### src/sv/iwsid_pkg.sv
`default_nettype none
package iwsid_pkg;

    localparam int SAMPLE_W = 16;
    localparam int THR_W    = 17;
    localparam int LANES    = 6;
    localparam int CFG_IDX_W = 2;

    typedef logic signed [SAMPLE_W-1:0] t_sample;
    typedef logic [SAMPLE_W-1:0]        t_swing;
    typedef logic [THR_W-1:0]           t_thr;

    localparam logic OP_SAMPLE = 1'b0;
    localparam logic OP_CLEAR  = 1'b1;

    localparam logic [CFG_IDX_W-1:0] REG_ENABLE    = 2'd0;
    localparam logic [CFG_IDX_W-1:0] REG_ACCEL_BIG = 2'd1;
    localparam logic [CFG_IDX_W-1:0] REG_ACCEL     = 2'd2;
    localparam logic [CFG_IDX_W-1:0] REG_GYRO      = 2'd3;

    localparam t_thr RST_ACCEL_BIG = 17'd16383;
    localparam t_thr RST_ACCEL     = 17'd9215;
    localparam t_thr RST_GYRO      = 17'd6553;

    localparam t_sample SAMPLE_MAX = 16'sh7FFF;
    localparam t_sample SAMPLE_MIN = 16'sh8000;

endpackage
`default_nettype wire

### src/sv/iwsid_in_if.sv
`default_nettype none
interface iwsid_in_if;
    logic                valid;
    logic                ready;
    logic                opcode;
    iwsid_pkg::t_sample  accel_x;
    iwsid_pkg::t_sample  accel_y;
    iwsid_pkg::t_sample  accel_z;
    iwsid_pkg::t_sample  gyro_x;
    iwsid_pkg::t_sample  gyro_y;
    iwsid_pkg::t_sample  gyro_z;

    modport source (output valid, opcode, accel_x, accel_y, accel_z, gyro_x, gyro_y, gyro_z,
                    input ready);
    modport sink   (input valid, opcode, accel_x, accel_y, accel_z, gyro_x, gyro_y, gyro_z,
                    output ready);
endinterface
`default_nettype wire

### src/sv/iwsid_out_if.sv
`default_nettype none
interface iwsid_out_if;
    logic               valid;
    logic               ready;
    logic               alarm;
    logic               window_full;
    iwsid_pkg::t_swing  swing_ax;
    iwsid_pkg::t_swing  swing_ay;
    iwsid_pkg::t_swing  swing_az;
    iwsid_pkg::t_swing  swing_gx;
    iwsid_pkg::t_swing  swing_gy;
    iwsid_pkg::t_swing  swing_gz;

    modport source (output valid, alarm, window_full, swing_ax, swing_ay, swing_az,
                    swing_gx, swing_gy, swing_gz, input ready);
    modport sink   (input valid, alarm, window_full, swing_ax, swing_ay, swing_az,
                    swing_gx, swing_gy, swing_gz, output ready);
endinterface
`default_nettype wire

### src/sv/iwsid_ram.sv
`default_nettype none
module iwsid_ram #(
    parameter int WIDTH = 96,
    parameter int DEPTH = 5
) (
    input  wire logic                     i_clk,
    input  wire logic                     i_we,
    input  wire logic [$clog2(DEPTH)-1:0] i_waddr,
    input  wire logic [WIDTH-1:0]         i_wdata,
    input  wire logic [$clog2(DEPTH)-1:0] i_raddr,
    output logic      [WIDTH-1:0]         o_rdata
);

    logic [WIDTH-1:0] r_mem [DEPTH];

    always_ff @(posedge i_clk) begin
        if (i_we) begin
            r_mem[i_waddr] <= i_wdata;
        end
        o_rdata <= r_mem[i_raddr];
    end

endmodule
`default_nettype wire

### src/sv/imu_window_swing_impact_detector.sv
`default_nettype none
// Channel   Dir  Handshake     Payload
// i_item    in   valid/ready   opcode, accel_x/y/z, gyro_x/y/z (signed 16)
// o_result  out  valid/ready   alarm, window_full, swing_ax..swing_gz (unsigned 16)
// i_cfg_*   in   write enable  index 0..3, 17-bit data
//
// Clear items, ignored samples and samples that leave the window short give
// their result in the cycle after acceptance. A sample that fills the window or
// finds it full walks the window first: one window RAM read per entry through
// a single read port, then swing subtract, then threshold decision.
// Reset is synchronous, active low; the window RAM is not cleared.
// i_item.ready is low while a result waits on o_result or a walk is running.
module imu_window_swing_impact_detector #(
    parameter int WINDOW_DEPTH = 5
) (
    input  wire logic                           i_clk,
    input  wire logic                           i_rst_n,
    input  wire logic                           i_cfg_we,
    input  wire logic [iwsid_pkg::CFG_IDX_W-1:0] i_cfg_idx,
    input  wire logic [iwsid_pkg::THR_W-1:0]     i_cfg_data,
    iwsid_in_if.sink                            i_item,
    iwsid_out_if.source                         o_result
);

    localparam int IDX_W  = $clog2(WINDOW_DEPTH);
    localparam int FILL_W = $clog2(WINDOW_DEPTH + 1);
    localparam int LANES  = iwsid_pkg::LANES;
    localparam int SW     = iwsid_pkg::SAMPLE_W;
    localparam int ROW_W  = LANES * SW;

    localparam logic [2:0] S_IDLE   = 3'd0;
    localparam logic [2:0] S_READ   = 3'd1;
    localparam logic [2:0] S_WAIT   = 3'd2;
    localparam logic [2:0] S_SWING  = 3'd3;
    localparam logic [2:0] S_DECIDE = 3'd4;

    logic                  r_enable;
    iwsid_pkg::t_thr       r_thr_big;
    iwsid_pkg::t_thr       r_thr_acc;
    iwsid_pkg::t_thr       r_thr_gyr;

    logic [2:0]            r_state;
    logic [IDX_W-1:0]      r_slot;
    logic [FILL_W-1:0]     r_fill;
    logic                  r_alarm;
    logic [IDX_W-1:0]      r_k;
    logic                  r_dv;
    iwsid_pkg::t_sample    r_hi [LANES];
    iwsid_pkg::t_sample    r_lo [LANES];
    iwsid_pkg::t_swing     r_swing [LANES];

    logic                  r_out_valid;
    logic                  r_o_alarm;
    logic                  r_o_full;

    logic                  acc;
    logic                  ram_we;
    logic [ROW_W-1:0]      ram_wdata;
    logic [ROW_W-1:0]      ram_rdata;
    logic                  becomes_full;
    logic                  hit;

    assign acc    = i_item.valid && i_item.ready;
    assign ram_we = acc && (i_item.opcode == iwsid_pkg::OP_SAMPLE) && r_enable && !r_alarm;
    assign ram_wdata = {i_item.gyro_z, i_item.gyro_y, i_item.gyro_x,
                        i_item.accel_z, i_item.accel_y, i_item.accel_x};
    assign becomes_full = (r_fill == FILL_W'(WINDOW_DEPTH))
                       || (r_fill == FILL_W'(WINDOW_DEPTH - 1));

    iwsid_ram #(
        .WIDTH (ROW_W),
        .DEPTH (WINDOW_DEPTH)
    ) u_window (
        .i_clk   (i_clk),
        .i_we    (ram_we),
        .i_waddr (r_slot),
        .i_wdata (ram_wdata),
        .i_raddr (r_k),
        .o_rdata (ram_rdata)
    );

    always_comb begin
        hit = 1'b0;
        for (int a = 0; a < 3; a++) begin
            if ({1'b0, r_swing[a]} > r_thr_big) begin
                hit = 1'b1;
            end
            if (({1'b0, r_swing[a]} > r_thr_acc) && ({1'b0, r_swing[a+3]} > r_thr_gyr)) begin
                hit = 1'b1;
            end
        end
    end

    always_ff @(posedge i_clk) begin
        if (!i_rst_n) begin
            r_enable  <= 1'b0;
            r_thr_big <= iwsid_pkg::RST_ACCEL_BIG;
            r_thr_acc <= iwsid_pkg::RST_ACCEL;
            r_thr_gyr <= iwsid_pkg::RST_GYRO;
        end else if (i_cfg_we) begin
            case (i_cfg_idx)
                iwsid_pkg::REG_ENABLE:    r_enable  <= i_cfg_data[0];
                iwsid_pkg::REG_ACCEL_BIG: r_thr_big <= i_cfg_data;
                iwsid_pkg::REG_ACCEL:     r_thr_acc <= i_cfg_data;
                iwsid_pkg::REG_GYRO:      r_thr_gyr <= i_cfg_data;
                default: ;
            endcase
        end
    end

    always_ff @(posedge i_clk) begin
        if (r_dv) begin
            for (int i = 0; i < LANES; i++) begin
                if ($signed(ram_rdata[SW*i +: SW]) > r_hi[i]) begin
                    r_hi[i] <= ram_rdata[SW*i +: SW];
                end
                if ($signed(ram_rdata[SW*i +: SW]) < r_lo[i]) begin
                    r_lo[i] <= ram_rdata[SW*i +: SW];
                end
            end
        end
        if (ram_we) begin
            for (int i = 0; i < LANES; i++) begin
                r_hi[i] <= iwsid_pkg::SAMPLE_MIN;
                r_lo[i] <= iwsid_pkg::SAMPLE_MAX;
            end
        end
        if (r_state == S_SWING) begin
            for (int i = 0; i < LANES; i++) begin
                r_swing[i] <= SW'({r_hi[i][SW-1], r_hi[i]} - {r_lo[i][SW-1], r_lo[i]});
            end
        end
    end

    always_ff @(posedge i_clk) begin
        if (!i_rst_n) begin
            r_state     <= S_IDLE;
            r_slot      <= '0;
            r_fill      <= '0;
            r_alarm     <= 1'b0;
            r_k         <= '0;
            r_dv        <= 1'b0;
            r_out_valid <= 1'b0;
            r_o_alarm   <= 1'b0;
            r_o_full    <= 1'b0;
        end else begin
            r_dv <= (r_state == S_READ);
            if (r_out_valid && o_result.ready) begin
                r_out_valid <= 1'b0;
            end
            case (r_state)
                S_IDLE: begin
                    if (acc) begin
                        if (i_item.opcode == iwsid_pkg::OP_CLEAR) begin
                            r_slot      <= '0;
                            r_fill      <= '0;
                            r_alarm     <= 1'b0;
                            r_out_valid <= 1'b1;
                            r_o_alarm   <= 1'b0;
                            r_o_full    <= 1'b0;
                        end else if (ram_we) begin
                            r_slot <= (r_slot == IDX_W'(WINDOW_DEPTH - 1)) ? '0
                                                                            : r_slot + 1'b1;
                            if (r_fill != FILL_W'(WINDOW_DEPTH)) begin
                                r_fill <= r_fill + 1'b1;
                            end
                            if (becomes_full) begin
                                r_state <= S_READ;
                                r_k     <= '0;
                            end else begin
                                r_out_valid <= 1'b1;
                                r_o_alarm   <= r_alarm;
                                r_o_full    <= 1'b0;
                            end
                        end else begin
                            r_out_valid <= 1'b1;
                            r_o_alarm   <= r_alarm;
                            r_o_full    <= 1'b0;
                        end
                    end
                end
                S_READ: begin
                    if (r_k == IDX_W'(WINDOW_DEPTH - 1)) begin
                        r_state <= S_WAIT;
                    end else begin
                        r_k <= r_k + 1'b1;
                    end
                end
                S_WAIT: begin
                    r_state <= S_SWING;
                end
                S_SWING: begin
                    r_state <= S_DECIDE;
                end
                S_DECIDE: begin
                    r_alarm     <= hit;
                    r_out_valid <= 1'b1;
                    r_o_alarm   <= hit;
                    r_o_full    <= 1'b1;
                    r_state     <= S_IDLE;
                end
                default: begin
                    r_state <= S_IDLE;
                end
            endcase
        end
    end

    assign i_item.ready         = i_rst_n && (r_state == S_IDLE) && !r_out_valid;
    assign o_result.valid       = r_out_valid;
    assign o_result.alarm       = r_o_alarm;
    assign o_result.window_full = r_o_full;
    assign o_result.swing_ax    = r_o_full ? r_swing[0] : '0;
    assign o_result.swing_ay    = r_o_full ? r_swing[1] : '0;
    assign o_result.swing_az    = r_o_full ? r_swing[2] : '0;
    assign o_result.swing_gx    = r_o_full ? r_swing[3] : '0;
    assign o_result.swing_gy    = r_o_full ? r_swing[4] : '0;
    assign o_result.swing_gz    = r_o_full ? r_swing[5] : '0;

    a_clear_result: assert property (@(posedge i_clk) disable iff (!i_rst_n)
        acc && (i_item.opcode == iwsid_pkg::OP_CLEAR) |=> o_result.valid && !o_result.alarm)
        else $error("clear item did not give a cleared result");

    a_fill_bound: assert property (@(posedge i_clk) disable iff (!i_rst_n)
        r_fill <= FILL_W'(WINDOW_DEPTH))
        else $error("fill count beyond window depth");

    a_full_needs_fill: assert property (@(posedge i_clk) disable iff (!i_rst_n)
        o_result.valid && o_result.window_full |-> r_fill == FILL_W'(WINDOW_DEPTH))
        else $error("window_full result without a full window");

    a_alarm_holds: assert property (@(posedge i_clk) disable iff (!i_rst_n)
        r_alarm |=> r_alarm || $past(acc && (i_item.opcode == iwsid_pkg::OP_CLEAR)))
        else $error("alarm dropped without a clear item");

endmodule
`default_nettype wire

### src/flat_wrapper.sv
// flat-port wrapper written by rule: the top's interface ports become plain ports
module imu_window_swing_impact_detector_flat 
#(
    parameter int WINDOW_DEPTH = 5
)
  (i_clk, i_rst_n, i_cfg_we, i_cfg_idx, i_cfg_data, i_item_valid, i_item_opcode, i_item_accel_x, i_item_accel_y, i_item_accel_z, i_item_gyro_x, i_item_gyro_y, i_item_gyro_z, i_item_ready, o_result_valid, o_result_alarm, o_result_window_full, o_result_swing_ax, o_result_swing_ay, o_result_swing_az, o_result_swing_gx, o_result_swing_gy, o_result_swing_gz, o_result_ready);
  iwsid_in_if i_item_i ();
  iwsid_out_if o_result_i ();
  input  wire logic i_clk;
  input  wire logic i_rst_n;
  input  wire logic i_cfg_we;
  input  wire logic [iwsid_pkg::CFG_IDX_W-1:0] i_cfg_idx;
  input  wire logic [iwsid_pkg::THR_W-1:0] i_cfg_data;
  input wire logic [$bits(i_item_i.valid)-1:0] i_item_valid;
  input wire logic [$bits(i_item_i.opcode)-1:0] i_item_opcode;
  input wire logic [$bits(i_item_i.accel_x)-1:0] i_item_accel_x;
  input wire logic [$bits(i_item_i.accel_y)-1:0] i_item_accel_y;
  input wire logic [$bits(i_item_i.accel_z)-1:0] i_item_accel_z;
  input wire logic [$bits(i_item_i.gyro_x)-1:0] i_item_gyro_x;
  input wire logic [$bits(i_item_i.gyro_y)-1:0] i_item_gyro_y;
  input wire logic [$bits(i_item_i.gyro_z)-1:0] i_item_gyro_z;
  output wire logic [$bits(i_item_i.ready)-1:0] i_item_ready;
  output wire logic [$bits(o_result_i.valid)-1:0] o_result_valid;
  output wire logic [$bits(o_result_i.alarm)-1:0] o_result_alarm;
  output wire logic [$bits(o_result_i.window_full)-1:0] o_result_window_full;
  output wire logic [$bits(o_result_i.swing_ax)-1:0] o_result_swing_ax;
  output wire logic [$bits(o_result_i.swing_ay)-1:0] o_result_swing_ay;
  output wire logic [$bits(o_result_i.swing_az)-1:0] o_result_swing_az;
  output wire logic [$bits(o_result_i.swing_gx)-1:0] o_result_swing_gx;
  output wire logic [$bits(o_result_i.swing_gy)-1:0] o_result_swing_gy;
  output wire logic [$bits(o_result_i.swing_gz)-1:0] o_result_swing_gz;
  input wire logic [$bits(o_result_i.ready)-1:0] o_result_ready;
  assign i_item_i.valid = i_item_valid;
  assign i_item_i.opcode = i_item_opcode;
  assign i_item_i.accel_x = i_item_accel_x;
  assign i_item_i.accel_y = i_item_accel_y;
  assign i_item_i.accel_z = i_item_accel_z;
  assign i_item_i.gyro_x = i_item_gyro_x;
  assign i_item_i.gyro_y = i_item_gyro_y;
  assign i_item_i.gyro_z = i_item_gyro_z;
  assign i_item_ready = i_item_i.ready;
  assign o_result_valid = o_result_i.valid;
  assign o_result_alarm = o_result_i.alarm;
  assign o_result_window_full = o_result_i.window_full;
  assign o_result_swing_ax = o_result_i.swing_ax;
  assign o_result_swing_ay = o_result_i.swing_ay;
  assign o_result_swing_az = o_result_i.swing_az;
  assign o_result_swing_gx = o_result_i.swing_gx;
  assign o_result_swing_gy = o_result_i.swing_gy;
  assign o_result_swing_gz = o_result_i.swing_gz;
  assign o_result_i.ready = o_result_ready;
  imu_window_swing_impact_detector #(.WINDOW_DEPTH(WINDOW_DEPTH)) u_core (.i_clk(i_clk), .i_rst_n(i_rst_n), .i_cfg_we(i_cfg_we), .i_cfg_idx(i_cfg_idx), .i_cfg_data(i_cfg_data), .i_item(i_item_i), .o_result(o_result_i));
endmodule
### config.mk
export PLATFORM = sky130hd
export DESIGN_NAME = imu_window_swing_impact_detector_flat
export DESIGN_NICKNAME = d
export VERILOG_FILES = /design/src/sv/iwsid_pkg.sv /design/src/sv/iwsid_in_if.sv /design/src/sv/iwsid_out_if.sv /design/src/sv/iwsid_ram.sv /design/src/sv/imu_window_swing_impact_detector.sv /design/src/flat_wrapper.sv
export SDC_FILE = /design/constraint.sdc
export NUM_CORES = 2
export LEC_CHECK = 0
export BUFFER_PORTS_ARGS = -buffer_cell sky130_fd_sc_hd__buf_4
export CAP_MARGIN = 20
export CORE_UTILIZATION = 33
export CTS_BUF_LIST = sky130_fd_sc_hd__clkbuf_2
export CTS_CLUSTER_DIAMETER = 150
export CTS_CLUSTER_SIZE = 8
export DETAILED_ROUTE_END_ITERATION = 10
export GPL_TIMING_DRIVEN = 0
export RECOVER_POWER = 50
export SYNTH_ARGS = -nofsm -noshare
export SYNTH_HDL_FRONTEND = slang
export SYNTH_SLANG_ARGS = --single-unit
### constraint.sdc
create_clock -name i_clk -period 13.92 [get_ports i_clk]
set_clock_uncertainty 0.2 [all_clocks]
set_input_delay 1.392 -clock i_clk [delete_from_list [all_inputs] [get_ports i_clk]]
set_output_delay 1.392 -clock i_clk [all_outputs]
set_load 0.05 [all_outputs]
==> results.md <==
- Die area: 137,000 sq um
- Fillers: 13,000
- CTS Root Cell: clkbuf_2
- M2 GR Usage: 28.1%
- Final count of hold timing violations: 0
- HPWL after detailed placement: 95.0 mm
- Post-synth EDFFs: 608
- Vias in the first global route: a little under 30,000
- CTS resizes: 0
- Internal Power: 4.68 mW
- Die X: 370 um
- Period minus WS final: 5.97 ns
- Seq/Total Area, Yosys: about 55%
- Reg2reg end: u_core.u_window.r_mem[0][40]
- Synthesized area: 44,800 sq um
- Vias/cell: 4.97
- IO Count: 221
- Sw Share: 32.4%
- Hold path endpoint: u_core.u_window.o_rdata[67]
- Total CTS buffers: 134
- GRT Util Overall: 17.9%
- Buffer depth of the longest clock path: 3
- R2r setup slk: 8.48 ns
- Leakage: between 20 and 25 nW
- Depth of the CTS H-tree: 4
- Crit. End Element: output port
- Adder-Cell Fraction of Synth Area: 12.2%
- Top cell type's share of synthesized area: approximately two fifths
- Detailed-route wire length: 123 mm
- Yosys warns: 0
- Layout Area Growth over Synthesis: 14.6%
- Comb pwr share: 29.5%
- Top cells by area, synth: edfxtp_1 41%, dfxtp_1 15%, ha_1 12%, mux4_2 4.8%, inv_1 2.6%
- Ratio of cells with drive above 1 in the final layout: 16.4%
- Unrepaired setup endpoints after global routing: no
- Most used cell, CP: clkbuf_1
- Largest net degree at the start of global routing: 51
- GR peak layer: met2
- Post-Synth XOR/XNOR Area: roughly 1.6%
- Util after Layout: 38.3%
- M3 GR Usage: 2.96%
- IO Port Bufs: about 220
- Mux share of post-synthesis cell area: 8.70%
- CP max-delay cell: dfxtp_1
- Routability cong.: slightly above 0.9
- Die height: around 370 um
- Final hold slack: 0.195 ns
- Initial Util: roughly 33%
- Final nets: approximately 4,600
- Compound-gate portion of the synthesized area: 9.44%
- Num rows: 134
- First-pass iteration count of the detailed router: 7
- Largest fanout on the critical path: 10
- Max Cap Viol: 0
- Largest area contributor in the netlist: edfxtp_1
- Wire length per cell: ~21 um
- Via count: 29,700
- Slew Viols, Final: 0
- Worst r2r src: u_core.r_state[2]
- Mapped Nets: 4,083
- ANT nets after route: 0
- Synth cell types: 78
- Power, Total: 6.92 mW
- Power Density: 135 nW/um^2
- Largest family of logic cells by synthesized area: adder cells
- TNS Setup: 0 ns
- Headroom to the max-slew limit: between 10% and 20%
- Initial antenna violation count: 13
- Final setup vio count: 0
- GR Util met1: 24.4%
- Crit share post-route: 42.9%
- CTS tree: built
- Ys async rst share: 0%
- Slew at the pin closest to its max-slew limit: 1.29 ns
- Grt total ovfl: 0
- Post-synthesis simple-gate area fraction: under 10%
- CP max stage delay: 1.04 ns
- Hold path depth: 1
- Reg power frac: 49.8%
- First-pass GRT wire length: about 180 mm
- Drt first-iter violations: 1,967
- Synth Register Bits: 933
- CP required: around 12 ns
- Clock transition at path regs: ~0.16 ns
- Crit-path cells: clkbuf_1 > clkbuf_1 > and2_1 > buf_4
- DRC viols: 0
- Status: complete, no violations
- Top FF cell, synth: edfxtp_1
- Max frequency: roughly 0.17 GHz
- HP Class: flip-flop to flip-flop
- Clock Sinks: 933
- Post-Syn Area per Cell: 12.7 sq um
- Cell count after synthesis: ~3,500
- Worst setup SP type: flip-flop
- Total core area: between 100,000 and 150,000 sq um
- Clock Power Share: 20.7%
- CP Data Arrival Time: 4.37 ns
- Switching pwr: 2.24 mW
- VDD IR max: 0.0579 mV
- R2R depth: 14
- WS Path Type: flip-flop to output port
- Clk_lat worst skew: 1.52 ns
- HP Start: u_core.u_window.r_mem[4][67]
[cell families after synthesis]
logic type                 Yosys count
DFF                                933
buffers and inverters              420
adders and majority gates          432
AOI/OAI and AO/OA                  600
xor gates and xnor gates            80
muxes                              257
and+or+nand+nor                    808
[power groups by stage]
stage	clock network [mW]	registers [mW]	logic (mW)
5_1_grt	1.61	3.47	2.33
4_1_cts	1.50	3.44	2.09
3_5_place_dp	0	3.51	2.04
6_report	1.43	3.44	2.04
2_1_floorplan	0	3.45	1.61
3_3_place_gp	0	3.50	2.01
[sequential cells by signal, indices dropped and copies added, names as in the netlist, 3 cells and up]
register / count
u_core.u_window.r_mem: 480
u_core.r_slot: 3
u_core.r_thr_gyr: 17
u_core.r_fill: 3
u_core.r_thr_acc: 17
u_core.r_swing: 96
u_core.r_thr_big: 17
u_core.r_state: 3
u_core.r_hi: 96
u_core.r_k: 3
u_core.r_lo: 96
u_core.u_window.o_rdata: 96
[worst max-delay path: cells and delay by family, from the launching register on]
kind                   cells  cell delay, ns
buffers and inverters      3            1.46
DFF                        1            1.04
and+or+nand+nor            1            0.41
[stage by stage]
stage	cells	area (sq um)	setup WS (ns)
after CTS	5963	51900	7.75
after global routing	5968	51300	7.72
final	5971	51300	7.96
after global placement	5517	48600	-8.99
after floorplan	3530	44800	0.581
after detailed placement	5598	49400	8.02
[per-layer routing]
| metal | vias to the layer above | part of all wire, % |
|---|---|---|
| li1 | 14200 | - |
| met1 | 14500 | 46 |
| met2 | 788 | 45 |
| met3 | 188 | 5.3 |
| met4 | 0 | 3.7 |
| met5 | - | 0 |
[cell usage after synthesis, drive strengths merged, types with 18 or more instances]
cell type and number:
nand2b 24, a21oi 141, xnor2 79, clkbuf 64
nor2b 32, and2 119, o21a 37, inv 307
nor2 139, nor3 44, o31ai 43, mux4 96
dfxtp 325, buf 49, nand3 92, a21o 72
nand2 232, and3 18, o211ai 89, mux2 96
nand4 40, edfxtp 608, o21ai 90, ha 426
mux2i 65
[repair_timing]
item,CTS,global route
hold buffers,124,0
setup buffers,0,0
endpoints found under the hold margin,547,0
[cells in the final DEF, fill, tap and decap left out, types with 89 or more instances in the layout]
master / n
dlygate4sd3_1: 124
ha_1: 426
clkbuf_1: 184
buf_4: 185
mux2_2: 92
and2_1: 112
dfxtp_1: 325
o211ai_1: 89
a21oi_1: 141
edfxtp_1: 608
nand2_1: 232
mux4_2: 96
nand3_1: 92
inv_1: 307
nor2_1: 139
clkbuf_2: 226
[worst max path at each step]
stage                                 from                      endpoint  cells past startpoint
2_1_floorplan                      i_rst_n   u_core.u_window.r_mem[1][0]                      9
3_3_place_gp                       i_rst_n  u_core.u_window.r_mem[3][25]                      9
3_5_place_dp                       i_rst_n  u_core.u_window.r_mem[2][42]                     16
4_1_cts        u_core.o_result.window_full          o_result_swing_ax[4]                      4
5_1_grt        u_core.o_result.window_full          o_result_swing_ax[3]                      4
6_report       u_core.o_result.window_full          o_result_swing_ax[2]                      4
[final cells by class]
class | instances | area [sq um] | area share, %
Tap cell | 1768 | 2210 | 4.31
Timing Repair Buffer | 424 | 3180 | 6.20
Buffer | 113 | 508 | 0.990
Clock buffer | 226 | 1130 | 2.20
Clock inverter | 15 | 130 | 0.254
Multi-Input combinational cell | 2177 | 18200 | 35.5
Inverter | 307 | 1150 | 2.25
Sequential cell | 933 | 24800 | 48.3
Antenna cell | 8 | 20.0 | 0.0390
No activity file was read; power rests on OpenSTA's default activity.
